$ cat config.mk
export PLATFORM = sky130hd
export DESIGN_NAME = smft_ram
export DESIGN_NICKNAME = d
export VERILOG_FILES = /design/src/smft_ram.sv
export SDC_FILE = /design/constraint.sdc
export NUM_CORES = 2
export LEC_CHECK = 0
export BUFFER_PORTS_ARGS = -buffer_cell sky130_fd_sc_hd__buf_2
export CORE_MARGIN = 1
export CORE_UTILIZATION = 57
export DETAILED_ROUTE_END_ITERATION = 10
export PLACE_DENSITY = 0.76
export SETUP_SLACK_MARGIN = 0.4
export SYNTH_ARGS = -nofsm -noshare
export SYNTH_HDL_FRONTEND = slang
export SYNTH_SLANG_ARGS = --single-unit
$ cat constraint.sdc
create_clock -name clk -period 2.1 [get_ports clk]
set_clock_uncertainty 0.2 [all_clocks]
set_input_delay 0.21 -clock clk [delete_from_list [all_inputs] [get_ports clk]]
set_output_delay 0.21 -clock clk [all_outputs]
set_load 0.03 [all_outputs]
$ cat src/smft_ram.sv
// Generic single-write, single-read RAM with registered read data.
`timescale 1ns / 1ps
`default_nettype none
module smft_ram #(
  parameter int WIDTH = 8,
  parameter int DEPTH = 256
) (
  input  wire logic                     clk,
  input  wire logic                     we,
  input  wire logic [$clog2(DEPTH)-1:0] waddr,
  input  wire logic [WIDTH-1:0]         wdata,
  input  wire logic [$clog2(DEPTH)-1:0] raddr,
  output logic      [WIDTH-1:0]         rdata
);

  logic [WIDTH-1:0] mem [DEPTH];

  always_ff @(posedge clk) begin
    if (we) begin
      mem[waddr] <= wdata;
    end
    rdata <= mem[raddr];
  end

endmodule
`default_nettype wire

==> impl_results.md <==
- Hold Path End: mem[16][6]$_DFFE_PP_
- Die height: 376 um
- Post-layout net count: 4400
- Worst Setup Path Type: register to register
- Clock root buffer master: clkbuf_16
- Post-DRT Antenna Nets: 0
- Number of DRC markers in iteration 0: 5494
- Reg-to-reg slack, setup: -0.34 ns
- Die ar.: 141000 um^2
- Core Util, Final: 68.7%
- Failing checks: negative setup slack
- RSZ-0062 raised after global routing: true
- Commonest non-fill, non-tap cell in the layout: edfxtp_1
- Hold path depth: 4
- Inst Count DP: 6005
- Initial antenna violation count: 9
- Max Cap Violations: 0
- Setup TNS: -2.27 ns
- Total power: 85.1 mW
- Die X-Extent: 376 um
- Global-route wire length before repair: 294000 um
- Final std cells w/o fill: 6411
- Share of cells above drive strength 1: 35.0%
- Dominant synthesized flop cell: edfxtp_1
- Final GP Congestion: 0.915
- CTS max path bufs: 3
- Routed wire length: 203000 um
- Period minus WS final: 2.44 ns
- Pleak: 30.4 nW
- Crit path launch type: register
- Worst R2R End: rdata[5]$_DFF_P_
- Netlist cell types: 55
- DRC violations left: 0
- Total CTS buffers: 196
- Min-delay worst type: input pin to register
- EDFF count, synth: 2048
- YS warnings: 0
- Total track usage: 29.2%
- H-tree levels: 4
- Most frequent cells in the layout: edfxtp_1, buf_4, mux4_2
- Register bit total from synthesis: 2056
- Async set-or-reset flop fraction in the synthesized netlist: 0%
- WP data required: 2.62 ns
- Syn avg cell area: 21.3 um^2
- IO Port Bufs: 33
- Register-to-Register Path Depth: 8
- Slew HR: 44.7%
- Ports: 34
- Rows: 136
- Peak VDD IR: 1230 uV
- Hold Slack: 0.0749 ns
- Sink Count: 2056
- Status: finished, violations left
- Final Hold Vio Count: 0
- CP Capture Type: register
- Worst Hold Launch: we
- Max Fclk: 410 MHz
- Post-Synthesis Cells: 3733
- Fin crit share: 116%
- P&R area growth vs syn: 19.2%
- Final setup viols: 8
- DR vias: 42300
- CP max FO: 1
- Max Slew Vio Count: 0
- Post-DP Area: 87600 um^2
- Clock transition at the registers of the reported paths: 0.07 ns
- Final HPWL DP: 128000 um
- Pre-Repair DR Iteration Count: 6
- Design area: 94800 um^2
- PnR worst setup slack: -0.341 ns
- Post-Syn Nets: 3759
- Synth Cell Area: 79600 um^2
- CTS tree: yes
- Starting Density: 57.6%
- Worst Max-Slew Pin Slew: 0.829 ns
- Vias in the first global route: 42700
- Sequential share of the synthesized area: 77.5%
- R2R Path Start: mem[211][5]$_DFFE_PP_
- Via density: 6.59
- Largest net degree at the start of global routing: 90
- Grt total ovfl: 0
- Worst EP arrival: 2.96 ns
- Core footprint: 138000 um^2
- PwrDens: 898 nW/um^2
- Place WS: -1.33 ns
- Worst skew pair latency: 0.85 ns
- Post-DR wirelength/cell: 31.7 um
==> critical path, cell delays in order, from the launching register on <==
cell and delay [ns]:
edfxtp_1 0.39, mux4_2 0.51, a22o_1 0.26, a221oi_2 0.21
buf_4 0.17, o32ai_2 0.08, nor3_2 0.27, buf_4 0.21
nor4_4 0.04
==> synth_stat cells (all sizes together), types with 2 or more instances <==
cell	n	area, um^2
nand4	10	62.6
dfxtp	8	160
edfxtp	2048	61500
buf	122	1030
and3b	2	17.5
o21ai	12	60.1
a22o	8	70.1
a21oi	96	480
nor4	27	188
mux4	456	10300
nor2	282	1060
nor2b	31	194
a22oi	133	998
nand2b	8	50.1
a2111oi	5	52.6
clkbuf	111	417
a311oi	2	17.5
and2	6	37.5
mux2i	134	1340
a221oi	14	129
nor3	22	110
o221ai	47	418
or2	4	25.0
a31oi	2	12.5
o22a	5	43.8
nand3b	2	15.0
nand3	34	170
o22ai	28	175
nand2	33	124
o32ai	5	51.3
o211ai	10	75.1
a211oi	16	120
==> flip-flops by register name, summed over array words and instances, names as in the netlist <==
name   count
mem     2048
rdata      8
==> how the worst max path moves through the flow <==
stage	startpoint	end	slack [ns]	cells past startpoint
global route	mem[135][0]$_DFFE_PP_	rdata[0]$_DFF_P_	-0.37	7
floorplan	raddr[0]	rdata[0]$_DFF_P_	-0.13	9
finish	mem[211][5]$_DFFE_PP_	rdata[5]$_DFF_P_	-0.34	8
CTS	mem[208][5]$_DFFE_PP_	rdata[5]$_DFF_P_	-0.35	8
global placement	raddr[0]	rdata[4]$_DFF_P_	-1.29	11
detailed placement	raddr[0]	rdata[4]$_DFF_P_	-1.33	9
==> layer usage <==
| layer | vias up | global-route usage [%] | part of all wire [%] |
|---|---|---|---|
| met2 | 2756 | 46.4 | 48 |
| met1 | 22100 | 40.7 | 37 |
| met5 | - | 0 | 0.019 |
| met4 | 6 | 10.8 | 4.0 |
| li1 | 17000 | - | - |
| met3 | 438 | 5.75 | 11 |
==> power by group <==
group	total (mW)	switching [mW]	internal (mW)
logic	5.17	3.05	2.12
registers	45.3	0.105	45.2
clock network	34.6	15.3	19.4
==> layout make-up <==
type / instances / area (um^2)
Inverter: 2 / 7.51
Multi-Input combinational cell: 1442 / 17900
Timing Repair Buffer: 676 / 6650
Fill cell: 7985 / 43200
Antenna cell: 7 / 17.5
Tap cell: 1863 / 2330
Clock inverter: 122 / 1130
Clock buffer: 243 / 5120
Sequential cell: 2056 / 61700
==> kinds of logic after synthesis <==
logic type | after synthesis | synth area share (%)
multiplexers | 591 | 14.6
flip-flops | 2056 | 77.5
AO/OA/AOI/OAI | 385 | 3.42
AND/OR/NAND/NOR | 466 | 2.63
buffers and inverters | 235 | 1.83
==> repair_timing <==
action / 4_1_cts / 5_1_grt
hold endpoints to repair: 2109 / 0
pin swaps: 20 / 14
resized for setup: 84 / 61
setup endpoints to repair: 19 / 1588
hold buffers: 26 / 0
buffers inserted: 2 / 6
(Power assumes the default switching activity.)
